--- config.mk ---
export PLATFORM = sky130hd
export DESIGN_NAME = sync_length_frame_receiver
export DESIGN_NICKNAME = d
export VERILOG_FILES = /design/src/slfr_pkg.sv /design/src/slfr_cfg.sv /design/src/slfr_step.sv /design/src/sync_length_frame_receiver.sv
export VERILOG_INCLUDE_DIRS = /design/src /design/src/src
export SDC_FILE = /design/constraint.sdc
export NUM_CORES = 1
export LEC_CHECK = 0
export CORE_MARGIN = 2
export CORE_UTILIZATION = 45
export DETAILED_ROUTE_END_ITERATION = 7
export DONT_BUFFER_PORTS = 1
export SLEW_MARGIN = 25
export SYNTH_ARGS = -nofsm -noshare
export SYNTH_HDL_FRONTEND = slang
export SYNTH_HIERARCHICAL = 1
export SYNTH_SLANG_ARGS = --single-unit
--- constraint.sdc ---
create_clock -name clk_i -period 10 [get_ports clk_i]
set_input_delay 2 -clock clk_i [delete_from_list [all_inputs] [get_ports clk_i]]
set_output_delay 2 -clock clk_i [all_outputs]
set_load 0.02 [all_outputs]
--- src/sync_length_frame_receiver_defines.svh ---
// Assertion macros for the sync/length frame receiver.
// Included by files that carry concurrent checks; needs clk_i and rst_ni in scope.
`ifndef SYNC_LENGTH_FRAME_RECEIVER_DEFINES_SVH
`define SYNC_LENGTH_FRAME_RECEIVER_DEFINES_SVH

`ifndef SYNTHESIS

// Checks a property on every rising clock edge outside reset.
`define SLFR_ASSERT(name, prop) \
  name: assert property (@(posedge clk_i) disable iff (!rst_ni) (prop)) \
    else $error("slfr assertion failed");

// Same check, with a message of the caller's choosing.
`define SLFR_ASSERT_MSG(name, prop, msg) \
  name: assert property (@(posedge clk_i) disable iff (!rst_ni) (prop)) \
    else $error(msg);

`else

`define SLFR_ASSERT(name, prop)
`define SLFR_ASSERT_MSG(name, prop, msg)

`endif

`endif

--- src/slfr_pkg.sv ---
// Shared types and constants of the sync/length frame receiver.
// No dependencies; used by every module of the block.
package slfr_pkg;

  // Frame geometry.
  localparam int unsigned MAX_FRAME_BYTES  = 1024;
  localparam int unsigned SYNC_BYTES       = 2;
  localparam int unsigned LENGTH_END_BYTES = 6;

  // Field widths.
  localparam int unsigned BYTE_W  = 8;
  localparam int unsigned IDX_W   = 10;
  localparam int unsigned FLEN_W  = 11;
  localparam int unsigned STAT_W  = 3;
  localparam int unsigned SYNC_W  = 16;
  localparam int unsigned HDR_W   = 11;
  localparam int unsigned TICK_W  = 20;
  localparam int unsigned DECL_W  = 16;
  // Byte counter: the running total can reach the largest declared length
  // plus the largest header size.
  localparam int unsigned CNT_W   = 17;

  // Configuration port.
  localparam int unsigned CFG_IDX_W  = 2;
  localparam int unsigned CFG_DATA_W = 20;
  localparam logic [CFG_IDX_W-1:0] REG_SYNC_WORD     = 2'd0;
  localparam logic [CFG_IDX_W-1:0] REG_HEADER_SIZE   = 2'd1;
  localparam logic [CFG_IDX_W-1:0] REG_TIMEOUT_LIMIT = 2'd2;

  localparam logic [SYNC_W-1:0] SYNC_WORD_RST     = 16'hAA55;
  localparam logic [HDR_W-1:0]  HEADER_SIZE_RST   = 11'd6;
  localparam logic [TICK_W-1:0] TIMEOUT_LIMIT_RST = 20'd1000;

  // Word kinds.
  localparam logic REQ_BYTE = 1'b0;
  localparam logic REQ_TICK = 1'b1;

  // Result status codes.
  localparam logic [STAT_W-1:0] ST_NONE    = 3'd0;
  localparam logic [STAT_W-1:0] ST_DONE    = 3'd1;
  localparam logic [STAT_W-1:0] ST_SYNC    = 3'd2;
  localparam logic [STAT_W-1:0] ST_TIMEOUT = 3'd3;
  localparam logic [STAT_W-1:0] ST_LENGTH  = 3'd4;

  typedef struct packed {
    logic              req_type;
    logic [BYTE_W-1:0] rx_byte;
  } slfr_item_t;

  typedef struct packed {
    logic              wr_valid;
    logic [IDX_W-1:0]  wr_index;
    logic [BYTE_W-1:0] wr_data;
    logic [STAT_W-1:0] status;
    logic [FLEN_W-1:0] frame_length;
  } slfr_result_t;

  typedef struct packed {
    logic [SYNC_W-1:0] sync_word;
    logic [HDR_W-1:0]  header_size;
    logic [TICK_W-1:0] timeout_limit;
  } slfr_cfg_t;

endpackage

--- src/slfr_cfg.sv ---
// Configuration registers of the sync/length frame receiver.
// Depends on slfr_pkg for the register indexes, widths and reset values.
module slfr_cfg import slfr_pkg::*; (
  input  logic                  clk_i,
  input  logic                  rst_ni,
  input  logic                  cfg_we_i,
  input  logic [CFG_IDX_W-1:0]  cfg_idx_i,
  input  logic [CFG_DATA_W-1:0] cfg_wdata_i,
  output slfr_cfg_t             cfg_o
);

  slfr_cfg_t cfg_q, cfg_d;

  always_comb begin
    cfg_d = cfg_q;
    if (cfg_we_i) begin
      case (cfg_idx_i)
        REG_SYNC_WORD:     cfg_d.sync_word     = cfg_wdata_i[SYNC_W-1:0];
        REG_HEADER_SIZE:   cfg_d.header_size   = cfg_wdata_i[HDR_W-1:0];
        REG_TIMEOUT_LIMIT: cfg_d.timeout_limit = cfg_wdata_i[TICK_W-1:0];
        default: begin
          // Writes to unused indexes are dropped.
          cfg_d = cfg_q;
        end
      endcase
    end
  end

  always_ff @(posedge clk_i or negedge rst_ni) begin
    if (!rst_ni) begin
      cfg_q.sync_word     <= SYNC_WORD_RST;
      cfg_q.header_size   <= HEADER_SIZE_RST;
      cfg_q.timeout_limit <= TIMEOUT_LIMIT_RST;
    end else begin
      cfg_q <= cfg_d;
    end
  end

  assign cfg_o = cfg_q;

endmodule

--- src/slfr_step.sv ---
// Framing state and per-word next-state logic of the sync/length frame receiver.
// Depends on slfr_pkg for the word, result and configuration types.
module slfr_step import slfr_pkg::*; (
  input  logic         clk_i,
  input  logic         rst_ni,
  input  logic         fire_i,
  input  slfr_item_t   item_i,
  input  slfr_cfg_t    cfg_i,
  output slfr_result_t res_o
);

  localparam logic [1:0] PH_SYNC = 2'd0;
  localparam logic [1:0] PH_HEAD = 2'd1;
  localparam logic [1:0] PH_BODY = 2'd2;

  localparam logic [CNT_W-1:0]  SYNC_CNT  = CNT_W'(SYNC_BYTES);
  localparam logic [CNT_W-1:0]  LEN_CNT   = CNT_W'(LENGTH_END_BYTES);
  localparam logic [CNT_W-1:0]  LEN_POS   = CNT_W'(LENGTH_END_BYTES - 2);
  localparam logic [CNT_W-1:0]  MAX_TOTAL = CNT_W'(MAX_FRAME_BYTES);
  localparam logic [TICK_W-1:0] TICK_MAX  = '1;

  logic [1:0]        phase_q, phase_d;
  logic [CNT_W-1:0]  cnt_q, cnt_d;
  logic [DECL_W-1:0] decl_q, decl_d;
  logic [BYTE_W-1:0] held_q, held_d;
  logic [TICK_W-1:0] idle_q, idle_d;
  logic              in_frame_q, in_frame_d;

  logic [CNT_W-1:0]  cnt_inc;
  logic [CNT_W-1:0]  total;
  logic [CNT_W-1:0]  head_total;
  logic [DECL_W-1:0] head_decl;
  logic              drop;

  assign cnt_inc    = cnt_q + 1'b1;
  assign total      = CNT_W'(decl_q) + CNT_W'(cfg_i.header_size);
  assign head_decl  = {held_q, item_i.rx_byte};
  assign head_total = CNT_W'(head_decl) + CNT_W'(cfg_i.header_size);

  always_comb begin
    phase_d    = phase_q;
    cnt_d      = cnt_q;
    decl_d     = decl_q;
    held_d     = held_q;
    idle_d     = idle_q;
    in_frame_d = in_frame_q;
    drop       = 1'b0;
    res_o      = '0;

    if (fire_i) begin
      if (item_i.req_type == REQ_TICK) begin
        if (in_frame_q) begin
          if (idle_q >= cfg_i.timeout_limit) begin
            drop         = 1'b1;
            res_o.status = ST_TIMEOUT;
          end else if (idle_q != TICK_MAX) begin
            idle_d = idle_q + 1'b1;
          end
        end
      end else begin
        idle_d         = '0;
        in_frame_d     = 1'b1;
        cnt_d          = cnt_inc;
        res_o.wr_valid = 1'b1;
        res_o.wr_index = cnt_q[IDX_W-1:0];
        res_o.wr_data  = item_i.rx_byte;
        case (phase_q)
          PH_SYNC: begin
            if (cnt_inc == SYNC_CNT) begin
              if ({held_q, item_i.rx_byte} != cfg_i.sync_word) begin
                drop         = 1'b1;
                res_o.status = ST_SYNC;
              end else begin
                phase_d = PH_HEAD;
              end
            end else begin
              held_d = item_i.rx_byte;
            end
          end
          PH_HEAD: begin
            // The length field is the two bytes that end at LENGTH_END_BYTES, high byte first.
            if (cnt_q == LEN_POS) begin
              held_d = item_i.rx_byte;
            end
            if (cnt_inc == LEN_CNT) begin
              decl_d = head_decl;
              if (head_total <= LEN_CNT || head_total > MAX_TOTAL) begin
                drop         = 1'b1;
                res_o.status = ST_LENGTH;
              end else begin
                phase_d = PH_BODY;
              end
            end
          end
          default: begin
            if (cnt_inc >= total) begin
              drop               = 1'b1;
              res_o.status       = ST_DONE;
              res_o.frame_length = cnt_inc[FLEN_W-1:0];
            end
          end
        endcase
      end
    end

    if (drop) begin
      phase_d    = PH_SYNC;
      cnt_d      = '0;
      decl_d     = '0;
      held_d     = '0;
      idle_d     = '0;
      in_frame_d = 1'b0;
    end
  end

  always_ff @(posedge clk_i or negedge rst_ni) begin
    if (!rst_ni) begin
      phase_q    <= PH_SYNC;
      cnt_q      <= '0;
      decl_q     <= '0;
      held_q     <= '0;
      idle_q     <= '0;
      in_frame_q <= 1'b0;
    end else begin
      phase_q    <= phase_d;
      cnt_q      <= cnt_d;
      decl_q     <= decl_d;
      held_q     <= held_d;
      idle_q     <= idle_d;
      in_frame_q <= in_frame_d;
    end
  end

endmodule

--- src/sync_length_frame_receiver.sv ---
// Top level of the sync/length frame receiver: input and result registers
// around the framing step. Depends on slfr_pkg, slfr_cfg, slfr_step and the defines header.
//
// Usage. The input channel (in_valid_i, in_stall_o, in_data_i) carries one word
// per item: a received byte or a timer tick. The output channel (out_valid_o,
// out_stall_i, out_data_o) returns exactly one result word per input word: the
// byte with its buffer index for storage, plus a status and, on completion,
// the frame length. A word is moved at a rising edge with valid high and stall low.
// A word accepted at an edge is captured in the input register, then processed
// and loaded into the result register once the result register can advance.
// Throughput is one word per cycle while the output is not stalled; the framing
// state is updated in the single combinational step between the two registers.
// When the receiver stalls, the result register holds its word and the input
// register keeps its word; in_stall_o rises only while both are full and the
// output is stalled. Reset empties both registers, returns the framing state to
// the sync phase and loads the registers with their default values.
// Configuration is written through cfg_we_i, cfg_idx_i and cfg_wdata_i.
`include "sync_length_frame_receiver_defines.svh"

module sync_length_frame_receiver import slfr_pkg::*; (
  input  logic                  clk_i,
  input  logic                  rst_ni,
  input  logic                  in_valid_i,
  output logic                  in_stall_o,
  input  slfr_item_t            in_data_i,
  output logic                  out_valid_o,
  input  logic                  out_stall_i,
  output slfr_result_t          out_data_o,
  input  logic                  cfg_we_i,
  input  logic [CFG_IDX_W-1:0]  cfg_idx_i,
  input  logic [CFG_DATA_W-1:0] cfg_wdata_i
);

  slfr_cfg_t    cfg;
  slfr_result_t step_res;

  logic         in_valid_q;
  slfr_item_t   in_data_q;
  logic         out_valid_q;
  slfr_result_t out_data_q;
  logic         advance;
  logic         in_accept;
  logic         fire;

  assign advance   = !out_valid_q || !out_stall_i;
  assign in_stall_o = in_valid_q && !advance;
  assign in_accept = in_valid_i && !in_stall_o;
  assign fire      = in_valid_q && advance;

  slfr_cfg u_cfg (
    .clk_i       (clk_i),
    .rst_ni      (rst_ni),
    .cfg_we_i    (cfg_we_i),
    .cfg_idx_i   (cfg_idx_i),
    .cfg_wdata_i (cfg_wdata_i),
    .cfg_o       (cfg)
  );

  slfr_step u_step (
    .clk_i  (clk_i),
    .rst_ni (rst_ni),
    .fire_i (fire),
    .item_i (in_data_q),
    .cfg_i  (cfg),
    .res_o  (step_res)
  );

  always_ff @(posedge clk_i or negedge rst_ni) begin
    if (!rst_ni) begin
      in_valid_q  <= 1'b0;
      out_valid_q <= 1'b0;
    end else begin
      if (advance) begin
        in_valid_q  <= in_accept;
        out_valid_q <= in_valid_q;
      end else if (!in_valid_q) begin
        in_valid_q <= in_accept;
      end
    end
  end

  always_ff @(posedge clk_i) begin
    if (in_accept) begin
      in_data_q <= in_data_i;
    end
    if (fire) begin
      out_data_q <= step_res;
    end
  end

  assign out_valid_o = out_valid_q;
  assign out_data_o  = out_data_q;

  // The input register only holds back while the result register is blocked.
  `SLFR_ASSERT(a_stall_cause, in_stall_o |-> (out_valid_o && out_stall_i))
  // A completed frame always comes with its last byte.
  `SLFR_ASSERT_MSG(a_done_len,
    (out_valid_o && out_data_o.status == ST_DONE) |-> out_data_o.wr_valid,
    "frame completion without byte")
  // Tick results carry no byte and no length; only ticks can time out.
  `SLFR_ASSERT_MSG(a_tick_result,
    (out_valid_o && !out_data_o.wr_valid) |->
      (out_data_o.frame_length == '0 && out_data_o.wr_index == '0 &&
       (out_data_o.status == ST_NONE || out_data_o.status == ST_TIMEOUT)),
    "tick result carries byte fields")
  // A word waiting in the input register while the output drains moves on next edge.
  `SLFR_ASSERT(a_drain, (in_valid_q && advance) |=> out_valid_o)

endmodule

==> results of run 1 <==
final timing paths:
kind,start,to,slack [ns]
setup / recovery,u_cfg/cfg_o[20]$_DFFE_PN0P_,u_step/cnt_q[5]$_DFFE_PN0P_,4.48
hold / removal,in_valid_q$_DFF_PN0_,out_valid_o$_DFFE_PN0P_,0.50
setup reg to reg,u_cfg/cfg_o[20]$_DFFE_PN0P_,u_step/cnt_q[5]$_DFFE_PN0P_,4.48
hold reg to reg,in_valid_q$_DFF_PN0_,out_valid_o$_DFFE_PN0P_,0.50
max in group asynchronous,rst_ni,u_cfg/cfg_o[42]$_DFFE_PN1P_,8.47
min in group asynchronous,rst_ni,u_step/phase_q[1]$_DFFE_PN0P_,1.27
layer usage:
layer / wire, µm / share of wire [%]
met1: 11410 / 49
met2: 10630 / 45
met4: 376 / 1.6
met3: 1041 / 4.4
met5: 0 / 0
registers in the layout, indices dropped and copies added (netlist names):
signal             flops
in_valid_q             1
u_step/idle_q         20
u_cfg/cfg_o           47
u_step/cnt_q          17
out_valid_o            1
u_step/phase_q         2
out_data_o            33
in_data_q              9
u_step/in_frame_q      1
u_step/decl_q         16
u_step/held_q          8
cell usage in the layout, fill, tap and decap left out, types with 17 or more instances in the layout:
cell type / synthesis / layout
nor2_1: 52 / 52
nand2_1: 46 / 46
nand4_1: 26 / 26
nor3_1: 18 / 18
inv_1: 60 / 60
mux2i_1: 22 / 22
xnor2_1: 50 / 50
a21oi_1: 48 / 48
and2_1: 18 / 18
dfrtp_1: 97 / 97
nand3_1: 31 / 31
mux2_2: 48 / 48
ha_1: 63 / 63
clkbuf_16: 0 / 17
o21ai_0: 19 / 19
edfxtp_1: 42 / 42
through the flow:
step / std cells / util [%] / setup slack [ns] / area [µm²] / hold slack [ns]
6_report: 1186 / 49.52 / 4.477 / 10340 / 0.5022
4_1_cts: 1185 / 49.47 / 4.518 / 10330 / 0.5052
3_5_place_dp: 1153 / 46.61 / 4.547 / 9736 / 0.4895
5_1_grt: 1186 / 49.52 / 4.084 / 10340 / 0.5246
2_1_floorplan: 916 / - / 3.207 / 9547 / 0.4667
3_3_place_gp: 1153 / 46.61 / 4.670 / 9736 / 0.4821
power breakdown:
group / total, W / switching (W) / internal [W]
combinational: 0.000561 / 0.000318 / 0.000242
sequential: 0.000861 / 0.000121 / 0.000740
clock: 0.000646 / 0.000308 / 0.000338
kinds of logic (layout without fill, tap and decap cells):
kind of cell,after synthesis,after routing
AO/OA/AOI/OAI,188,188
AND/OR/NAND/NOR,269,269
buffers and inverters,106,101
multiplexers,70,70
XOR/XNOR,63,63
adder cells (fa/ha/maj),65,65
flip-flops,155,155
worst max-delay path, cell delays in order, from the launching register on:
cell and delay (ns):
dfrtp_1 0.41, ha_1 0.24, fa_1 0.41, a21o_1 0.17, a21oi_1 0.22, o21bai_1 0.09
a21o_1 0.20, a21oi_1 0.19, o21ai_0 0.25, o21a_1 0.26, or2_2 0.29, ha_1 0.29
and4_1 0.21, nand3_1 0.10, o21bai_1 0.16, a311o_1 0.33, nand3_1 0.24, nor2_1 0.13
a221oi_4 0.64, buf_4 0.43, a21oi_1 0.12
cell type report:
| type | instances | area, µm² | area share, % |
|---|---|---|---|
| Tap cell | 275 | 344.1 | 3.326 |
| Sequential cell | 155 | 4109 | 39.72 |
| Multi-Input combinational cell | 655 | 5001 | 48.34 |
| Clock inverter | 15 | 172.7 | 1.669 |
| Inverter | 61 | 229.0 | 2.213 |
| Timing Repair Buffer | 8 | 63.81 | 0.6168 |
| Clock buffer | 17 | 425.4 | 4.112 |
==> qor.csv, run 1 <==
stage,metric,value,unit
floorplanning,chip width,149.7,µm
global_route,global-route wire length before repair,37290,µm
yosys,Synth Net Count,1017,
yosys,largest family of logic cells by synthesized area,simple AND/OR/NAND/NOR gates,
route,1st-iter DRT viols,543,
place,Post-DP HPWL,17200,µm
floorplanning,cell row count,53,
run,max-cap viol count,0,
sta,setup TNS,0,ns
clock_network,clock slew at reported path FFs,0.07,ns
floorplanning,Initial Util,45.70,%
yosys,Async SR Flop Fraction,72.90,%
yosys,post-synthesis simple-gate area fraction,15.53,%
clock_network,Clock Sinks,155,
global_route,All-Layer GR Usage,21.73,%
global_route,largest net degree at the start of global routing,114,
critical_path,R2R depth,20,
sta,Final Max Tran Viols,0,
yosys,ys flop type,dfrtp_1,
critical_path,Critical Path Source Type,register,
floorplanning,I/O pin count,71,
global_route,grt ovf,0,
clock_network,clk_lat worst skew,0.43,ns
clock_network,CTS buffer count,17,
power,Tot Pwr,0.002068,W
route,DRC viols,0,
clock_network,"Setup Fix Bufs, Post-CTS",0,
yosys,number of synthesized register bits,155,
clock_network,Post-CTS Hold Buffers,0,
global_route,met1 Usage GRT,31.73,%
clock_network,CTS tree,built,
route,ANT nets after route,0,
outcome,status,"finished, final reports clean",
finish,Antenna Cells,0,
yosys,leading cell types by count after synthesis,"dfrtp_1 (97), ha_1 (63), inv_1 (60)",
worst_hold_path,hold depth,1,
yosys,ranking of synthesized cells by area,"dfrtp_1 (25%), edfxtp_1 (13%), ha_1 (8.3%), mux2_2 (5.7%), xnor2_1 (4.6%)",
sta,Clock Skew,0.01208,ns
finish,Layout area overhead,8.362,%
yosys,post-synth top area share,25.43,%
route,vias per inst,5.830,
yosys,sequential area share after synthesis,43.04,%
route,drt total wl,23450,µm
yosys,YS warnings,6,
sta,Hold Fails Final Rpt,0,
critical_path,Worst EP arrival,5.82,ns
critical_path,crit end category,register,
yosys,Mapped Cells,916,
route,Avg WL per Cell,19.77,µm
sta,Fmax achieved,181.1,MHz
sta,"Period Utilization, post-route",55.23,%
sta,Max-slew headroom,43.95,%
worst_hold_path,hold crit path type,reg -> reg,
critical_path,Critical Path RT,10.29,ns
floorplanning,core area,0.02089,mm²
yosys,mux cell area share after synthesis,7.969,%
place,count of buffers from port buffering,0,
yosys,compound-gate portion of the synthesized area,14.26,%
clock_network,clock root cell,clkbuf_16,
critical_path,type of the worst setup path,reg -> reg,
yosys,Syn Area/Cell,10.42,µm²
place,routability cong.,0.9477,
global_route,GR Layer Usage met2,33.05,%
power,leak pwr,4.341,nW
power,Cell Pwr Density,199.9,mW/mm²
clock_network,Post-CTS Resized,0,
finish,layout cell share with drive strength beyond 1,14.82,%
floorplanning,die area,0.02240,mm²
global_route,GRT Max-Usage Layer,met2,
yosys,area of the mapped netlist,0.009547,mm²
clock_network,depth of the CTS H-tree,4,
sta,RSZ-0062 raised after global routing,no,
global_route,met3 GRT Util,3.963,%
yosys,Post-synth EDFFs,42,
yosys,"Distinct cells, synth",79,
finish,FILL cells,1911,
sta,Tmin final,5.523,ns
sta,"Setup violations, final",0,
power,Max VDD drop,0.1187,mV
yosys,"area leader, netlist",dfrtp_1,
global_route,antenna violations before repair,1,
route,1st-pass router iterations,5,
critical_path,"Max FO, Critical Path",24,
finish,Final nets,999,
route,vias,6914,
floorplanning,Die Ht,149.7,µm
global_route,vias in the first global route,6556,
yosys,Post-Synth Adder-Cell Area,8.676,%
yosys,top-count cell post-synth,dfrtp_1,
yosys,Post-Synth XOR/XNOR Area,5.780,%
clock_network,Max Root-Sink Buffers,2,
sta,Worst Tran Pin Value,0.8399,ns
Power figures use the tool's default switching activity.
==> run 2: changes to the inputs <==
- clock period: 10 -> 5 ns (I/O delays scaled with it)
==> qor.csv, run 2 (same netlist as run 1, synthesis figures left out) <==
stage,metric,value,unit
finish,fin cells,1195,
finish,Antenna Cells,0,
power,Clock Power Share,31.5,%
clock_network,Clock Sinks,155,
route,DRC viols,0,
outcome,status,"finished, final reports clean",
finish,multi-input gate area in the final layout,0.005024,mm²
clock_network,clock root cell,clkbuf_16,
place,routability cong.,0.9033,
critical_path,reg2reg start,u_cfg/cfg_o[20]$_DFFE_PN0P_,
critical_path,Worst EP arrival,5.02,ns
critical_path,worst flop-to-flop path endpoint,u_step/decl_q[1]$_DFFE_PN0P_,
floorplanning,chip width,149.7,µm
finish,max reg flops,47,
clock_network,clk_lat worst skew,0.45,ns
route,ANT nets after route,0,
floorplanning,die area,0.02240,mm²
clock_network,Max Root-Sink Buffers,2,
global_route,largest net degree at the start of global routing,114,
sta,Max-slew headroom,41.31,%
critical_path,Worst R2R Setup Slack,0.31,ns
floorplanning,core area,0.02089,mm²
route,Avg WL per Cell,19.85,µm
power,sequential share of power,40.8,%
critical_path,"Max FO, Critical Path",14,
clock_network,CTS buffer count,17,
finish,most frequent cells in the layout,"dfrtp_1 (97), ha_1 (63), inv_1 (60)",
clock_network,"Setup Fix Bufs, Post-CTS",0,
sta,RSZ-0062 raised after global routing,no,
clock_network,Post-CTS Resized,0,
sta,setup TNS,0,ns
sta,Worst Tran Pin Value,0.8794,ns
floorplanning,I/O pin count,71,
finish,Final nets,1008,
power,Cell Pwr Density,400.4,mW/mm²
finish,layout cell share with drive strength beyond 1,16.20,%
power,Switching Share,36.49,%
finish,Layout area overhead,9.698,%
place,Post-DP HPWL,17210,µm
sta,Clock Skew,0.01214,ns
finish,FILL cells,1919,
sta,"Period Utilization, post-route",93.90,%
clock_network,depth of the CTS H-tree,4,
global_route,global-route wire length before repair,38030,µm
power,sw power,0.001530,W
global_route,grt ovf,0,
sta,Fmax achieved,213.0,MHz
route,vias,6974,
critical_path,R2R depth,20,
power,leak pwr,4.402,nW
power,Int Power,0.002663,W
power,Tot Pwr,0.004193,W
clock_network,CTS tree,built,
route,1st-iter DRT viols,580,
place,count of buffers from port buffering,0,
sta,"Setup violations, final",0,
sta,Hold Fails Final Rpt,0,
power,power share of the combinational group,27.8,%
floorplanning,Die Ht,149.7,µm
critical_path,Critical Path Source Type,register,
floorplanning,Initial Util,45.70,%
worst_hold_path,hold crit path type,in -> async,
sta,Final Max Tran Viols,0,
floorplanning,cell row count,53,
finish,cell area after layout,0.01047,mm²
global_route,antenna violations before repair,0,
route,vias per inst,5.836,
route,drt total wl,23720,µm
global_route,All-Layer GR Usage,22.22,%
clock_network,Post-CTS Hold Buffers,0,
finish,"commonest non-fill, non-tap cell in the layout",dfrtp_1,
critical_path,Critical Path RT,5.33,ns
critical_path,type of the worst setup path,reg -> reg,
route,1st-pass router iterations,5,
power,Max VDD drop,0.2457,mV
sta,Tmin final,4.695,ns
finish,storage element area,0.004109,mm²
run,max-cap viol count,0,
place,"Cell Area, Placed",0.009808,mm²
critical_path,crit end category,register,
clock_network,clock slew at reported path FFs,0.07,ns
global_route,vias in the first global route,6723,
place,Post-Place Cells,1161,
[run 2: layer usage]
layer	routed length, µm	up-vias	GRT usage [%]
met5	0	-	0
met4	538	0	7.358
met3	1339	37	5.488
met2	10750	193	33.56
met1	11090	3392	31.35
li1	-	3352	-
[run 2: how the worst max path moves through the flow]
| stage | end | cells past startpoint | startpoint |
|---|---|---|---|
| detailed placement | u_step/phase_q[0]$_DFFE_PN0P_ | 20 | u_cfg/cfg_o[20]$_DFFE_PN0P_ |
| CTS | u_step/phase_q[0]$_DFFE_PN0P_ | 20 | u_cfg/cfg_o[20]$_DFFE_PN0P_ |
| global placement | u_step/phase_q[0]$_DFFE_PN0P_ | 20 | u_cfg/cfg_o[20]$_DFFE_PN0P_ |
| global route | u_step/phase_q[0]$_DFFE_PN0P_ | 20 | u_cfg/cfg_o[20]$_DFFE_PN0P_ |
| floorplan | u_step/cnt_q[14]$_DFFE_PN0P_ | 20 | u_cfg/cfg_o[20]$_DFFE_PN0P_ |
| finish | u_step/decl_q[1]$_DFFE_PN0P_ | 20 | u_cfg/cfg_o[20]$_DFFE_PN0P_ |
[run 2: final cells by class]
| cell class | count | share of cell area [%] |
|---|---|---|
| Clock buffer | 17 | 4.062 |
| Clock inverter | 15 | 1.876 |
| Inverter | 61 | 2.186 |
| Multi-Input combinational cell | 655 | 47.97 |
| Sequential cell | 155 | 39.24 |
| Tap cell | 275 | 3.286 |
| Timing Repair Buffer | 17 | 1.386 |
[run 2: critical path, stage by stage (launching register included)]
cell and delay (ns):
dfrtp_1 0.40, ha_1 0.23, fa_1 0.40, a21o_1 0.17, a21oi_1 0.21, o21bai_1 0.08, a21o_1 0.21, a21oi_2 0.20
o21ai_2 0.12, o21a_1 0.20, or2_2 0.29, ha_1 0.29, and4_1 0.20, nand3_1 0.10, o21bai_1 0.17, a311o_1 0.34
nand3_1 0.17, nor2_2 0.08, a221oi_4 0.37, buf_6 0.23, o2bb2ai_1 0.10
[run 2: power groups by stage]
stage / combinational (W) / sequential [W] / clock [W]
finish: 0.00116 / 0.00171 / 0.00132
global route: 0.00128 / 0.00173 / 0.00140
CTS: 0.00115 / 0.00171 / 0.00136
detailed placement: 0.00114 / 0.00173 / 0
global placement: 0.00114 / 0.00173 / 0
floorplan: 0.000920 / 0.00163 / 0
[run 2: per-stage QoR]
stage	hold slack [ns]	util (%)	setup WS, ns
final	0.2385	50.13	0.3051
after CTS	0.2253	49.93	0.02423
after global routing	0.2176	50.13	0.02248
after global placement	0.4834	46.95	0.1109
after floorplan	0.4668	-	0.3572
after detailed placement	0.4943	46.95	0.04453
